--- src/rtl/prld_pkg.sv ---
// Package for the pattern run-length decoder: widths and the start command
// passed from the byte parser to the copy emitter. No dependencies.
`default_nettype none

package prld_pkg;

  localparam int unsigned ByteW      = 8;
  localparam int unsigned NibbleW    = 4;
  localparam int unsigned StoreDepth = 15;
  localparam int unsigned PatternW   = StoreDepth * ByteW;
  localparam int unsigned LowW       = 64;
  localparam int unsigned HighW      = PatternW - LowW;

  typedef logic [NibbleW-1:0] nibble_t;

  // Command from parser to emitter, valid for one cycle.
  typedef struct packed {
    logic    go;
    logic    eom;
    nibble_t count;
  } start_t;

endpackage

`default_nettype wire

--- src/rtl/prld_store.sv ---
// Pattern byte store: 15 byte registers, one write port, packed read-out
// with bytes at or beyond the run length forced to zero. Uses prld_pkg.
`default_nettype none

module prld_store (
  input  wire logic                               clk_i,
  input  wire logic                               wr_en_i,
  input  wire prld_pkg::nibble_t                  wr_idx_i,
  input  wire logic [prld_pkg::ByteW-1:0]         wr_byte_i,
  input  wire prld_pkg::nibble_t                  len_i,
  output logic      [prld_pkg::PatternW-1:0]      pattern_o
);

  logic [prld_pkg::ByteW-1:0] store_q [prld_pkg::StoreDepth];

  always_ff @(posedge clk_i) begin
    if (wr_en_i) begin
      store_q[wr_idx_i] <= wr_byte_i;
    end
  end

  always_comb begin
    for (int i = 0; i < int'(prld_pkg::StoreDepth); i++) begin
      pattern_o[i*prld_pkg::ByteW +: prld_pkg::ByteW] =
          (prld_pkg::nibble_t'(i) < len_i) ? store_q[i] : '0;
    end
  end

endmodule

`default_nettype wire

--- src/rtl/prld_emit.sv ---
// Copy emitter: a copy counter with one shared decrement and compare,
// feeding a registered output stage. Uses prld_pkg.
`default_nettype none

module prld_emit (
  input  wire logic                               clk_i,
  input  wire logic                               rst_ni,
  input  wire prld_pkg::start_t                   start_i,
  input  wire logic [prld_pkg::PatternW-1:0]      pattern_i,
  input  wire prld_pkg::nibble_t                  len_i,
  input  wire logic                               out_stall_i,
  output logic                                    busy_o,
  output logic                                    out_valid_o,
  output logic      [prld_pkg::LowW-1:0]          pattern_low_o,
  output logic      [prld_pkg::HighW-1:0]         pattern_high_o,
  output logic      [prld_pkg::NibbleW-1:0]       pattern_length_o,
  output logic                                    last_copy_o,
  output logic                                    end_of_message_o
);

  prld_pkg::nibble_t cnt_q;
  logic              eom_q;
  logic              out_valid_q;
  logic              load;

  // next copy goes out when copies remain and the output stage is free
  assign load   = (cnt_q != '0) && (!out_valid_q || !out_stall_i);
  assign busy_o = (cnt_q != '0) || out_valid_q;

  always_ff @(posedge clk_i or negedge rst_ni) begin
    if (!rst_ni) begin
      cnt_q       <= '0;
      eom_q       <= 1'b0;
      out_valid_q <= 1'b0;
    end else if (start_i.go) begin
      cnt_q <= start_i.count;
      eom_q <= start_i.eom;
    end else if (load) begin
      cnt_q       <= cnt_q - prld_pkg::nibble_t'(1);
      out_valid_q <= 1'b1;
    end else if (out_valid_q && !out_stall_i) begin
      out_valid_q <= 1'b0;
    end
  end

  always_ff @(posedge clk_i) begin
    if (load) begin
      if (eom_q) begin
        pattern_low_o    <= '0;
        pattern_high_o   <= '0;
        pattern_length_o <= '0;
        last_copy_o      <= 1'b0;
        end_of_message_o <= 1'b1;
      end else begin
        pattern_low_o    <= pattern_i[prld_pkg::LowW-1:0];
        pattern_high_o   <= pattern_i[prld_pkg::PatternW-1:prld_pkg::LowW];
        pattern_length_o <= len_i;
        last_copy_o      <= (cnt_q == prld_pkg::nibble_t'(1));
        end_of_message_o <= 1'b0;
      end
    end
  end

  assign out_valid_o = out_valid_q;

endmodule

`default_nettype wire

--- src/rtl/pattern_run_length_decoder_core.sv ---
// Top level of the pattern run-length decoder: header/fill parser, pattern
// store and copy emitter. Uses prld_pkg, prld_store, prld_emit.
//
//  channel | direction | handshake                | payload
//  in      | input     | in_valid_i / in_stall_o   | in_byte_i
//  out     | output    | out_valid_o / out_stall_i | pattern_low_o, pattern_high_o,
//          |           |                           | pattern_length_o, last_copy_o,
//          |           |                           | end_of_message_o
//
// The byte that completes a pattern, or a zero header, starts the copy counter;
// it then puts out one copy per cycle while the output is not stalled (count
// copies, or one end marker) and the input stalls until the last copy has
// left the output register. Reset is asynchronous, active low, and clears
// control state only.
`default_nettype none

module pattern_run_length_decoder_core (
  input  wire logic                               clk_i,
  input  wire logic                               rst_ni,
  input  wire logic                               in_valid_i,
  output logic                                    in_stall_o,
  input  wire logic [prld_pkg::ByteW-1:0]         in_byte_i,
  output logic                                    out_valid_o,
  input  wire logic                               out_stall_i,
  output logic      [prld_pkg::LowW-1:0]          pattern_low_o,
  output logic      [prld_pkg::HighW-1:0]         pattern_high_o,
  output logic      [prld_pkg::NibbleW-1:0]       pattern_length_o,
  output logic                                    last_copy_o,
  output logic                                    end_of_message_o
);

  typedef enum logic {
    ST_HEADER,
    ST_FILL
  } state_e;

  state_e            state_q, state_d;
  prld_pkg::nibble_t len_q, len_d;
  prld_pkg::nibble_t rep_q, rep_d;
  prld_pkg::nibble_t fill_q, fill_d;
  prld_pkg::nibble_t fill_inc;
  prld_pkg::nibble_t hdr_len, hdr_cnt;
  prld_pkg::start_t  start;
  logic [prld_pkg::PatternW-1:0] pattern;
  logic              busy;
  logic              accept;
  logic              wr_en;

  assign accept   = in_valid_i && !busy;
  assign hdr_len  = in_byte_i[prld_pkg::ByteW-1:prld_pkg::NibbleW];
  assign hdr_cnt  = in_byte_i[prld_pkg::NibbleW-1:0];
  assign fill_inc = fill_q + prld_pkg::nibble_t'(1);
  assign wr_en    = accept && (state_q == ST_FILL);

  always_comb begin
    state_d     = state_q;
    len_d       = len_q;
    rep_d       = rep_q;
    fill_d      = fill_q;
    start.go    = 1'b0;
    start.eom   = 1'b0;
    start.count = '0;
    if (accept) begin
      case (state_q)
        ST_HEADER: begin
          if (in_byte_i == '0) begin
            start.go    = 1'b1;
            start.eom   = 1'b1;
            start.count = prld_pkg::nibble_t'(1);
          end else if (hdr_len != '0) begin
            len_d   = hdr_len;
            rep_d   = hdr_cnt;
            fill_d  = '0;
            state_d = ST_FILL;
          end
        end
        ST_FILL: begin
          fill_d = fill_inc;
          if (fill_inc == len_q) begin
            // zero repeat count loads an empty counter: nothing is emitted
            start.go    = 1'b1;
            start.count = rep_q;
            fill_d      = '0;
            state_d     = ST_HEADER;
          end
        end
        default: state_d = ST_HEADER;
      endcase
    end
  end

  always_ff @(posedge clk_i or negedge rst_ni) begin
    if (!rst_ni) begin
      state_q <= ST_HEADER;
      len_q   <= '0;
      rep_q   <= '0;
      fill_q  <= '0;
    end else begin
      state_q <= state_d;
      len_q   <= len_d;
      rep_q   <= rep_d;
      fill_q  <= fill_d;
    end
  end

  prld_store u_store (
    .clk_i     (clk_i),
    .wr_en_i   (wr_en),
    .wr_idx_i  (fill_q),
    .wr_byte_i (in_byte_i),
    .len_i     (len_q),
    .pattern_o (pattern)
  );

  prld_emit u_emit (
    .clk_i            (clk_i),
    .rst_ni           (rst_ni),
    .start_i          (start),
    .pattern_i        (pattern),
    .len_i            (len_q),
    .out_stall_i      (out_stall_i),
    .busy_o           (busy),
    .out_valid_o      (out_valid_o),
    .pattern_low_o    (pattern_low_o),
    .pattern_high_o   (pattern_high_o),
    .pattern_length_o (pattern_length_o),
    .last_copy_o      (last_copy_o),
    .end_of_message_o (end_of_message_o)
  );

  assign in_stall_o = busy;

endmodule

`default_nettype wire

--- config.mk ---
export PLATFORM = sky130hd
export DESIGN_NAME = pattern_run_length_decoder_core
export DESIGN_NICKNAME = d
export VERILOG_FILES = /design/src/rtl/prld_pkg.sv /design/src/rtl/prld_store.sv /design/src/rtl/prld_emit.sv /design/src/rtl/pattern_run_length_decoder_core.sv
export SDC_FILE = /design/constraint.sdc
export NUM_CORES = 1
export LEC_CHECK = 0
export CAP_MARGIN = 20
export CORE_MARGIN = 5
export CORE_UTILIZATION = 40
export DETAILED_ROUTE_END_ITERATION = 6
export DONT_BUFFER_PORTS = 1
export SYNTH_ARGS = -nofsm -noshare
export SYNTH_HDL_FRONTEND = slang
export SYNTH_SLANG_ARGS = --single-unit
--- constraint.sdc ---
create_clock -name clk_i -period 5 [get_ports clk_i]
set_input_delay 0.5 -clock clk_i [delete_from_list [all_inputs] [get_ports clk_i]]
set_output_delay 0.5 -clock clk_i [all_outputs]
set_load 0.05 [all_outputs]
==> results of run 1 <==
[power by group]
group / internal, mW / switching, mW
logic: 0.0696 / 0.145
registers: 2.62 / 0.524
clock network: 1.08 / 0.741
total: 3.77 / 1.41
[critical path, cell delays in order (launching register included)]
cell                      delay, ns
sky130_fd_sc_hd__dfrtp_1       0.42
sky130_fd_sc_hd__inv_1         0.13
sky130_fd_sc_hd__ha_1          0.19
sky130_fd_sc_hd__nor4b_4       0.28
sky130_fd_sc_hd__and2_2        0.24
sky130_fd_sc_hd__nand2_1       0.12
sky130_fd_sc_hd__nor3b_1       0.64
sky130_fd_sc_hd__and2_1        0.44
[synth_stat cells, types with 2 or more instances]
library cell / count
sky130_fd_sc_hd__a21o_1: 4
sky130_fd_sc_hd__a21oi_1: 6
sky130_fd_sc_hd__a22o_1: 2
sky130_fd_sc_hd__a31oi_1: 2
sky130_fd_sc_hd__and2_1: 116
sky130_fd_sc_hd__and3_1: 16
sky130_fd_sc_hd__and4_1: 3
sky130_fd_sc_hd__buf_2: 2
sky130_fd_sc_hd__clkbuf_1: 9
sky130_fd_sc_hd__dfrtp_1: 19
sky130_fd_sc_hd__edfxtp_1: 246
sky130_fd_sc_hd__ha_1: 7
sky130_fd_sc_hd__inv_1: 8
sky130_fd_sc_hd__mux2_2: 8
sky130_fd_sc_hd__nand2_1: 11
sky130_fd_sc_hd__nand3_1: 4
sky130_fd_sc_hd__nor2_1: 13
sky130_fd_sc_hd__nor2b_1: 4
sky130_fd_sc_hd__nor3_1: 3
sky130_fd_sc_hd__nor3b_1: 4
sky130_fd_sc_hd__nor4_1: 3
sky130_fd_sc_hd__o211ai_1: 2
sky130_fd_sc_hd__o21ai_0: 5
sky130_fd_sc_hd__o31a_1: 2
sky130_fd_sc_hd__xnor2_1: 3
sky130_fd_sc_hd__xor2_1: 3
[path summary, 6_finish.rpt]
| check | slack [ns] | depth (start not counted) | start | to |
|---|---|---|---|---|
| max | 2.18 | 7 | u_emit.cnt_q[0] | u_store.store_q[5][0] |
| min | 0.08 | 0 | in_byte_i[2] | u_store.store_q[14][2] |
| max reg2reg | 2.18 | 7 | u_emit.cnt_q[0] | u_store.store_q[5][0] |
| min reg2reg | 0.48 | 1 | rep_q[3] | u_emit.cnt_q[3] |
| max in group asynchronous | 3.86 | 1 | rst_ni | rep_q[3] |
| min in group asynchronous | 0.57 | 1 | rst_ni | u_emit.out_valid_o |
[metal layers]
layer	vias up	part of all wire, %	GRT usage, %
met5	-	0	0
met4	0	1.9	3.965
met3	26	7.2	4.467
met2	115	51	24.40
met1	2114	40	16.40
li1	1946	-	-
[cell type report]
| type | instances | area, sq um |
|---|---|---|
| Fill cell | 2013 | 12720 |
| Sequential cell | 265 | 7863 |
| Multi-Input combinational cell | 234 | 1563 |
| Clock buffer | 33 | 698.2 |
| Tap cell | 319 | 399.1 |
| Clock inverter | 11 | 97.59 |
| Timing Repair Buffer | 4 | 32.53 |
| Inverter | 8 | 32.53 |
[cells by family after synthesis]
group | Yosys count | synth area share (%)
muxes | 8 | 0.9484
xor gates and xnor gates | 7 | 0.7904
adders and majority gates | 7 | 0.9220
AOI/OAI and AO/OA | 25 | 1.726
buffers and inverters | 19 | 0.7771
and+or+nand+nor | 187 | 12.07
DFF | 265 | 82.77
[per-stage QoR]
step           std cells  utilization [%]  total power, mW  hold WS, ns  instance area (sq um)
6_report             874            45.66            5.180      0.08429                  10690
5_1_grt              874            45.66            5.377      0.05194                  10690
4_1_cts              874            45.66            5.236      0.05903                  10690
3_5_place_dp         829            42.22            3.411       0.2055                   9879
3_3_place_gp         829            42.22            3.394       0.2056                   9879
2_1_floorplan        518                -            3.324       0.2044                   9499
[registers in the layout (all words and copies together), names as in the netlist]
register / count
fill_q: 4
len_q: 4
rep_q: 4
state_q: 1
u_emit.cnt_q: 4
u_emit.end_of_message_o: 1
u_emit.eom_q: 1
u_emit.last_copy_o: 1
u_emit.out_valid_o: 1
u_emit.pattern_high_o: 56
u_emit.pattern_length_o: 4
u_emit.pattern_low_o: 64
u_store.store_q: 120
==> summary.txt, run 1 <==
SETUP PATH
------------------------------------------------------------------------------------
Kind of capture point of the worst setup path                               register
Maximum net fanout on the critical path                                            8
WS Path Type                                                              reg -> reg
Launching element type of the critical path                                 register
Arrival time at the worst endpoint                                           2.99 ns
Worst endpoint required time                                                 5.17 ns

TIMING
------------------------------------------------------------------------------------
Peak Freq                                                                  354.8 MHz
Final setup vio count                                                              0
Final count of pins violating max slew                                             0
Final period utilization                                                      56.38%
Tightest Pin Transition                                                    0.9161 ns
Fin Setup TNS                                                                   0 ns
Min setup slack post-route                                                  2.181 ns
Hold violation count in the final report                                           0
Relative slew margins                                                         38.73%
RSZ-0062 raised after global routing                                              no
Final min period                                                            2.819 ns
Worst Skew                                                                0.01632 ns

YOSYS
------------------------------------------------------------------------------------
Synthesized netlist cell count                                                   518
Count of different cell masters after synthesis                                   39
Top cells by area in the synthesized netlist                            sky130_fd_sc_hd__edfxtp_1 (78%), sky130_fd_sc_hd__and2_1 (7.6%), sky130_fd_sc_hd__dfrtp_1 (5.0%)
Cell type with the highest aggregate area in the netlist                sky130_fd_sc_hd__edfxtp_1
Net Count, Synth                                                                 537
Post-synth top area share                                                     77.77%
Mean Syn Cell Area                                                       18.34 sq um
Area of the mapped netlist                                              0.009499 sq mm
Synthesis Warnings                                                                 0
Count of flip-flops with a built-in enable after synthesis                       246
Fraction of registers with async set or reset after synthesis                 7.170%
Number of flip-flops and latches in the synthesized netlist                      265
Sequential-to-total area share from yosys stat                                82.77%
Predominant post-synthesis flop cell                                    sky130_fd_sc_hd__edfxtp_1

CELLS AND AREA
------------------------------------------------------------------------------------
Layout overhead on the synthesized area                                       12.49%
Antenna cell count                                                                 0
Top library cells by usage in the layout, fill and taps aside           sky130_fd_sc_hd__edfxtp_1 (246), sky130_fd_sc_hd__and2_1 (116), sky130_fd_sc_hd__clkbuf_16 (27), sky130_fd_sc_hd__dfrtp_1 (19), sky130_fd_sc_hd__and3_1 (16)
Fraction of layout cells with a size suffix above 1                           8.829%
Most common cell after layout, fill and taps aside                      sky130_fd_sc_hd__edfxtp_1
Final Net Count                                                                  559

POWER AND IR DROP
------------------------------------------------------------------------------------
Total power divided by cell area                                        484.8 mW/mm^2
Static leakage                                                              3.696 nW
Peak supply drop                                                         0.0002268 V

DETAILED ROUTING
------------------------------------------------------------------------------------
Final ANT Viol Nets                                                                0
Overall via count from detail_route                                             4201
Via density per instance                                                       4.807
Drt first-iter violations                                                        348
Detail-routed net length per standard cell                                  21.38 um
DR pass1 iterations                                                                4
Residual DRC count                                                                 0
Sum of routed wire length over all layers                                   18680 um

CTS
------------------------------------------------------------------------------------
Number of clock buffers inserted by TritonCTS                                     27
Maximum root-to-sink buffer count                                                  3
Number of instances resized during post-cts repair                                 0
Clock Sinks                                                                      265
Clock slew at reported path FFs                                              0.06 ns
Number of buffers inserted for hold repair after clock tree synthesis              1
Clock tree from TritonCTS                                                        yes
Post-CTS Setup Inserts                                                             0
Root Buffer                                                             sky130_fd_sc_hd__clkbuf_16
H-tree depth reported by CTS                                                       1
Clock Latency Late Sink                                                      0.51 ns

RUN
------------------------------------------------------------------------------------
Max capacitance violation total                                                    0

FLOORPLAN
------------------------------------------------------------------------------------
Core region area                                                        0.02340 sq mm
Boundary pin count                                                               140
Die H                                                                       164.1 um
Die area                                                                0.02693 sq mm
Initial core utilization                                                      40.59%
Die Wd                                                                      164.1 um
Num rows                                                                          56

PLACED DESIGN
------------------------------------------------------------------------------------
GP Congestion                                                                 0.8071
Number of buffers added on ports                                                   0
HPWL after detailed placement                                               11950 um
Pre-CTS setup slack                                                         2.132 ns

STATUS
------------------------------------------------------------------------------------
Status                                                                  complete, no violations

WORST HOLD PATH
------------------------------------------------------------------------------------
Worst min-delay path category                                              in -> reg

GLOBAL ROUTE
------------------------------------------------------------------------------------
Global-route wire length before repair                                      27900 um
Overflow after GRT                                                                 0
Overall routing resource usage                                                13.90%
Vias in the first global route                                                  4495
Pin count of the biggest net entering global routing                              52
Antenna violations before repair                                                   0

Power figures use the tool's default switching activity.
==> run 2, diff against run 1 <==
==> constraint.sdc (replaced) <==
create_clock -name clk_i -period 2.74 [get_ports clk_i]
set_input_delay 0.274 -clock clk_i [delete_from_list [all_inputs] [get_ports clk_i]]
set_output_delay 0.274 -clock clk_i [all_outputs]
set_load 0.05 [all_outputs]
==> summary.txt, run 2 (synthesized netlist as in run 1, its figures left out) <==
STATUS
----------------------------------------------------------------------------
Status                                                          complete, no violations

CELLS AND AREA
----------------------------------------------------------------------------
Fraction of layout cells with a size suffix above 1                   11.67%
Final Non-Filler Cells                                                   893
Largest Register                                                u_store.store_q
Top library cells by usage in the layout, fill and taps aside   sky130_fd_sc_hd__edfxtp_1 (246), sky130_fd_sc_hd__and2_1 (116), sky130_fd_sc_hd__clkbuf_16 (27), sky130_fd_sc_hd__dfrtp_1 (18), sky130_fd_sc_hd__and3_1 (16)
Top flop regs                                                   u_store.store_q x120, u_emit.pattern_low_o x64, u_emit.pattern_high_o x56
Flip-flop count of the largest register after layout                     120
Layout overhead on the synthesized area                               15.60%
Antenna cell count                                                         0
Most common cell after layout, fill and taps aside              sky130_fd_sc_hd__edfxtp_1
Final Net Count                                                          574

SETUP PATH
----------------------------------------------------------------------------
Worst setup startpoint                                          u_emit.cnt_q[0]
WS Path Type                                                      reg -> reg
Cell count of the worst reg-to-reg path                                    8
Terminus of the critical flop-to-flop path                      u_store.store_q[3][1]
Worst endpoint required time                                         2.91 ns
Arrival time at the worst endpoint                                   2.72 ns
Source of the worst register-to-register timing path            u_emit.cnt_q[0]
Launching element type of the critical path                         register
Maximum net fanout on the critical path                                    8
Kind of capture point of the worst setup path                       register
R2r setup slk                                                        0.19 ns

TIMING
----------------------------------------------------------------------------
Final count of pins violating max slew                                     0
Hold violation count in the final report                                   0
Worst Skew                                                        0.01072 ns
Tightest Pin Transition                                            0.9931 ns
Final min period                                                    2.547 ns
Relative slew margins                                                 33.57%
Worst hold slack                                                   0.1012 ns
Final setup vio count                                                      0
RSZ-0062 raised after global routing                                      no
Peak Freq                                                          392.6 MHz
Final period utilization                                              92.96%

POWER AND IR DROP
----------------------------------------------------------------------------
Combinational group share of total power                                4.9%
Static leakage                                                      3.816 nW
Peak supply drop                                                 0.0004021 V
Fraction of power spent switching nets                                27.02%
Switching component of the power                                    2.659 mW
Flop pwr share                                                         58.3%
Total power divided by cell area                                896.3 mW/mm^2
Internal Power                                                      7.182 mW
Clock network power share                                              36.8%
Final Total Pwr                                                     9.841 mW

FLOORPLAN
----------------------------------------------------------------------------
Die H                                                               164.1 um
Die area                                                        0.02693 sq mm
Num rows                                                                  56
Die Wd                                                              164.1 um
Boundary pin count                                                       140
Initial core utilization                                              40.59%
Core region area                                                0.02340 sq mm

PLACED DESIGN
----------------------------------------------------------------------------
GP Congestion                                                         0.8207
Number of buffers added on ports                                           0
HPWL after detailed placement                                       12100 um
Cell total after placement                                               836

WORST HOLD PATH
----------------------------------------------------------------------------
Number of instances on the worst hold path                                 3
End point of the most critical hold path                        u_emit.cnt_q[1]
Worst min-delay path category                                      in -> reg
Worst min-delay path startpoint                                   in_valid_i

CTS
----------------------------------------------------------------------------
Maximum root-to-sink buffer count                                          3
Clock Sinks                                                              265
Clock Latency Late Sink                                              0.52 ns
H-tree depth reported by CTS                                               1
Post-CTS Setup Inserts                                                     0
Clock slew at reported path FFs                                      0.06 ns
Clock tree from TritonCTS                                                yes
Root Buffer                                                     sky130_fd_sc_hd__clkbuf_16
Number of clock buffers inserted by TritonCTS                             26

GLOBAL ROUTE
----------------------------------------------------------------------------
Overflow after GRT                                                         0
Global-route wire length before repair                              28550 um
Antenna violations before repair                                           0
Vias in the first global route                                          4548
Pin count of the biggest net entering global routing                      42
Overall routing resource usage                                        14.30%

DETAILED ROUTING
----------------------------------------------------------------------------
Sum of routed wire length over all layers                           19260 um
Via density per instance                                               4.850
DR pass1 iterations                                                        5
Final ANT Viol Nets                                                        0
Drt first-iter violations                                                287
Residual DRC count                                                         0
Overall via count from detail_route                                     4331
Detail-routed net length per standard cell                          21.57 um

RUN
----------------------------------------------------------------------------
Max capacitance violation total                                            0

run 2: changes by cell type in the layout (fill, tap and decap cells not counted), sizes merged:
cell / change
buf: +7
bufinv: +2
clkbuf: +5
clkinv: -6
clkinvlp: +2
dlygate4sd3: +9
run 2: worst max-delay path, cell delays in order (launching register included):
cell and delay, ns:
sky130_fd_sc_hd__dfrtp_1 0.43, sky130_fd_sc_hd__inv_2 0.10, sky130_fd_sc_hd__ha_1 0.16, sky130_fd_sc_hd__nor4b_4 0.26
sky130_fd_sc_hd__and2_2 0.24, sky130_fd_sc_hd__nand2_1 0.14, sky130_fd_sc_hd__nor3_1 0.34, sky130_fd_sc_hd__buf_4 0.19
sky130_fd_sc_hd__and2_1 0.34
run 2: what timing repair did:
item / CTS / global route
endpoints found under the setup margin: 0 / 24
hold buffers: 10 / 0
hold endpoints to repair: 148 / 0
gates resized for setup: 0 / 2
run 2: through the flow:
step | setup TNS (ns) | area [sq um] | setup WS (ns) | utilization, %
2_1_floorplan | -61.95 | 9517 | -0.5037 | -
3_3_place_gp | 0 | 9985 | 0.2530 | 42.66
3_5_place_dp | 0 | 9985 | 0.1396 | 42.66
4_1_cts | 0 | 10970 | 0.1193 | 46.88
5_1_grt | 0 | 10980 | 0.04917 | 46.92
6_report | 0 | 10980 | 0.1929 | 46.92
run 2: worst max path at each step:
| stage | depth (start not counted) | endpoint | slack (ns) |
|---|---|---|---|
| after floorplan | 8 | u_emit.cnt_q[2] | -0.50 |
| after global placement | 8 | u_store.store_q[7][7] | 0.25 |
| after detailed placement | 8 | u_store.store_q[8][3] | 0.14 |
| after CTS | 8 | u_store.store_q[9][6] | 0.12 |
| after global routing | 8 | u_store.store_q[2][3] | 0.05 |
| final | 8 | u_store.store_q[3][1] | 0.19 |
run 2: power by group through the flow:
stage / clock, mW / sequential, mW / combinational, mW
after floorplan: 0 / 5.77 / 0.299
after global placement: 0 / 5.82 / 0.409
after detailed placement: 0 / 5.82 / 0.431
after CTS: 3.71 / 5.74 / 0.498
after global routing: 3.89 / 5.76 / 0.541
final: 3.62 / 5.73 / 0.486
run 2: layout make-up:
class | count | area (sq um)
clock buffers | 38 | 737.0
clock inverters | 9 | 148.9
fillers | 1999 | 12420
inverters | 8 | 33.78
multi-input cells | 234 | 1585
flip-flops and latches | 265 | 7864
well taps | 319 | 399.1
repair buffers | 20 | 212.7
run 2: layer usage:
| metal | track usage [%] | part of all wire [%] |
|---|---|---|
| met5 | 0 | 0 |
| met4 | 3.507 | 1.7 |
| met3 | 3.639 | 6.5 |
| met2 | 25.52 | 52 |
| met1 | 17.38 | 40 |
==> run 3, diff against run 2 <==
--- a/config.mk
+++ b/config.mk
@@ -10,6 +10,7 @@
 export CORE_UTILIZATION = 40
 export DETAILED_ROUTE_END_ITERATION = 6
 export DONT_BUFFER_PORTS = 1
+export PLACE_DENSITY = 0.65
 export SYNTH_ARGS = -nofsm -noshare
 export SYNTH_HDL_FRONTEND = slang
 export SYNTH_SLANG_ARGS = --single-unit
==> summary.txt, run 3 (synthesized netlist as in run 1, its figures left out) <==
POWER AND IR DROP
----------------------------------------------------------------------------
Total power divided by cell area                                879.6 mW/mm^2
Static leakage                                                      3.773 nW
Peak supply drop                                                 0.0004032 V
Final Total Pwr                                                     9.559 mW

CELLS AND AREA
----------------------------------------------------------------------------
Antenna cell count                                                         0
Area taken by multi-input logic gates                           0.001580 sq mm
Top flop regs                                                   u_store.store_q x120, u_emit.pattern_low_o x64, u_emit.pattern_high_o x56
Fraction of layout cells with a size suffix above 1                   11.69%
Largest Register                                                u_store.store_q
Top library cells by usage in the layout, fill and taps aside   sky130_fd_sc_hd__edfxtp_1 (246), sky130_fd_sc_hd__and2_1 (116), sky130_fd_sc_hd__clkbuf_16 (27), sky130_fd_sc_hd__dfrtp_1 (18), sky130_fd_sc_hd__and3_1 (16)
Flip-flop count of the largest register after layout                     120
Layout overhead on the synthesized area                               14.41%
Final Net Count                                                          573
Most common cell after layout, fill and taps aside              sky130_fd_sc_hd__edfxtp_1
Sequential cell area                                            0.007864 sq mm
Layout filler cell count                                                1994

TIMING
----------------------------------------------------------------------------
Final setup vio count                                                      0
Final count of pins violating max slew                                     0
Worst Skew                                                        0.02707 ns
RSZ-0062 raised after global routing                                      no
Min setup slack post-route                                         0.2144 ns
Final period utilization                                              92.17%
Hold violation count in the final report                                   0
Tightest Pin Transition                                             1.042 ns
Relative slew margins                                                 30.30%
Peak Freq                                                          396.0 MHz
Final min period                                                    2.526 ns

CTS
----------------------------------------------------------------------------
Clock tree from TritonCTS                                                yes
Number of clock buffers inserted by TritonCTS                             27
Clock Latency Late Sink                                              0.54 ns
Root Buffer                                                     sky130_fd_sc_hd__clkbuf_16
Clock Sinks                                                              265
H-tree depth reported by CTS                                               1
Maximum root-to-sink buffer count                                          3
Clock slew at reported path FFs                                      0.06 ns

DETAILED ROUTING
----------------------------------------------------------------------------
DR pass1 iterations                                                        5
Drt first-iter violations                                                339
Sum of routed wire length over all layers                           19480 um
Via density per instance                                               4.930
Detail-routed net length per standard cell                          21.84 um
Final ANT Viol Nets                                                        0
Residual DRC count                                                         0
Overall via count from detail_route                                     4398

SETUP PATH
----------------------------------------------------------------------------
Terminus of the critical flop-to-flop path                      u_store.store_q[9][0]
Worst setup startpoint                                          u_emit.cnt_q[0]
Launching element type of the critical path                         register
Arrival time at the worst endpoint                                   2.70 ns
Cell count of the worst reg-to-reg path                                    8
Maximum net fanout on the critical path                                    8
Worst endpoint required time                                         2.92 ns
Source of the worst register-to-register timing path            u_emit.cnt_q[0]
Kind of capture point of the worst setup path                       register
R2r setup slk                                                        0.21 ns
Last element of the critical path                               u_store.store_q[9][0]
WS Path Type                                                      reg -> reg

GLOBAL ROUTE
----------------------------------------------------------------------------
Global-route wire length before repair                              28370 um
Overflow after GRT                                                         0
Pin count of the biggest net entering global routing                      86
Overall routing resource usage                                        14.28%
Antenna violations before repair                                           0
Vias in the first global route                                          4489

FLOORPLAN
----------------------------------------------------------------------------
Num rows                                                                  56
Initial core utilization                                              40.59%
Die area                                                        0.02693 sq mm
Core region area                                                0.02340 sq mm
Die Wd                                                              164.1 um
Die H                                                               164.1 um
Boundary pin count                                                       140

WORST HOLD PATH
----------------------------------------------------------------------------
Worst min-delay path category                                      in -> reg
Number of instances on the worst hold path                                 3

RUN
----------------------------------------------------------------------------
Max capacitance violation total                                            0

PLACED DESIGN
----------------------------------------------------------------------------
Pre-CTS setup slack                                                0.1180 ns
Number of buffers added on ports                                           0
HPWL after detailed placement                                       12070 um
GP Congestion                                                         0.7823

STATUS
----------------------------------------------------------------------------
Status                                                          complete, no violations

[run 3: cell count changes in the layout (fill, tap and decap cells not counted)]
cell | previous run | this run
sky130_fd_sc_hd__clkbuf_8 | 2 | 4
sky130_fd_sc_hd__clkbuf_1 | 9 | 8
sky130_fd_sc_hd__nor3b_1 | 1 | 2
sky130_fd_sc_hd__clkinv_1 | 2 | 1
sky130_fd_sc_hd__inv_6 | 1 | 2
sky130_fd_sc_hd__bufinv_16 | 4 | 0
sky130_fd_sc_hd__clkinv_2 | 1 | 4
sky130_fd_sc_hd__buf_12 | 3 | 1
sky130_fd_sc_hd__clkinv_4 | 0 | 1
sky130_fd_sc_hd__nor3b_2 | 3 | 2
[run 3: power by group]
| part | internal (mW) | leakage, nW | switching, mW |
|---|---|---|---|
| sequential | 4.78 | 2.58 | 0.961 |
| clock | 1.93 | 0.401 | 1.43 |
| combinational | 0.148 | 0.788 | 0.310 |
[run 3: per-layer routing]
layer	global-route usage [%]	share of wire, %	up-vias
li1	-	-	1983
met1	17.30	39	2240
met2	25.32	52	150
met3	4.115	7.3	25
met4	3.241	1.6	0
met5	0	0	-
[run 3: area by class of cell]
class | count | share of cell area, %
Clock inverter | 9 | 0.5296
Multi-Input combinational cell | 234 | 14.54
Tap cell | 319 | 3.673
Inverter | 8 | 0.3108
Clock buffer | 39 | 7.000
Timing Repair Buffer | 18 | 1.589
Sequential cell | 265 | 72.36
[run 3: worst max-delay path: stages, from the launching register on]
cell and delay (ns):
sky130_fd_sc_hd__dfrtp_1 0.42, sky130_fd_sc_hd__inv_2 0.10, sky130_fd_sc_hd__ha_1 0.17, sky130_fd_sc_hd__nor4b_4 0.27
sky130_fd_sc_hd__and2_2 0.25, sky130_fd_sc_hd__nand2_1 0.15, sky130_fd_sc_hd__nor3b_1 0.28, sky130_fd_sc_hd__buf_4 0.18
sky130_fd_sc_hd__and2_1 0.35
[run 3: stage by stage]
step	hold WS, ns	instance area, sq um	setup TNS (ns)	cells	utilization [%]
finish	0.09094	10870	0	892	46.44
global route	0.09677	10870	0	892	46.44
CTS	0.06129	10860	0	892	46.42
detailed placement	-0.02101	9945	0	834	42.49
global placement	-0.02099	9945	0	834	42.49
floorplan	-0.02159	9517	-61.95	518	-
[run 3: how the worst min path moves through the flow]
stage                    start               to
finish              in_valid_i  u_emit.cnt_q[1]
global route        in_valid_i  u_emit.cnt_q[1]
CTS                 in_valid_i  u_emit.cnt_q[1]
detailed placement      rst_ni         rep_q[3]
global placement        rst_ni         rep_q[2]
floorplan               rst_ni        fill_q[0]
[run 3: repair_timing]
item | CTS | global route
setup endpoints to repair | 0 | 24
hold buffers | 10 | 0
setup buffers | 0 | 0
hold endpoints to repair | 148 | 0
gates resized for setup | 0 | 1
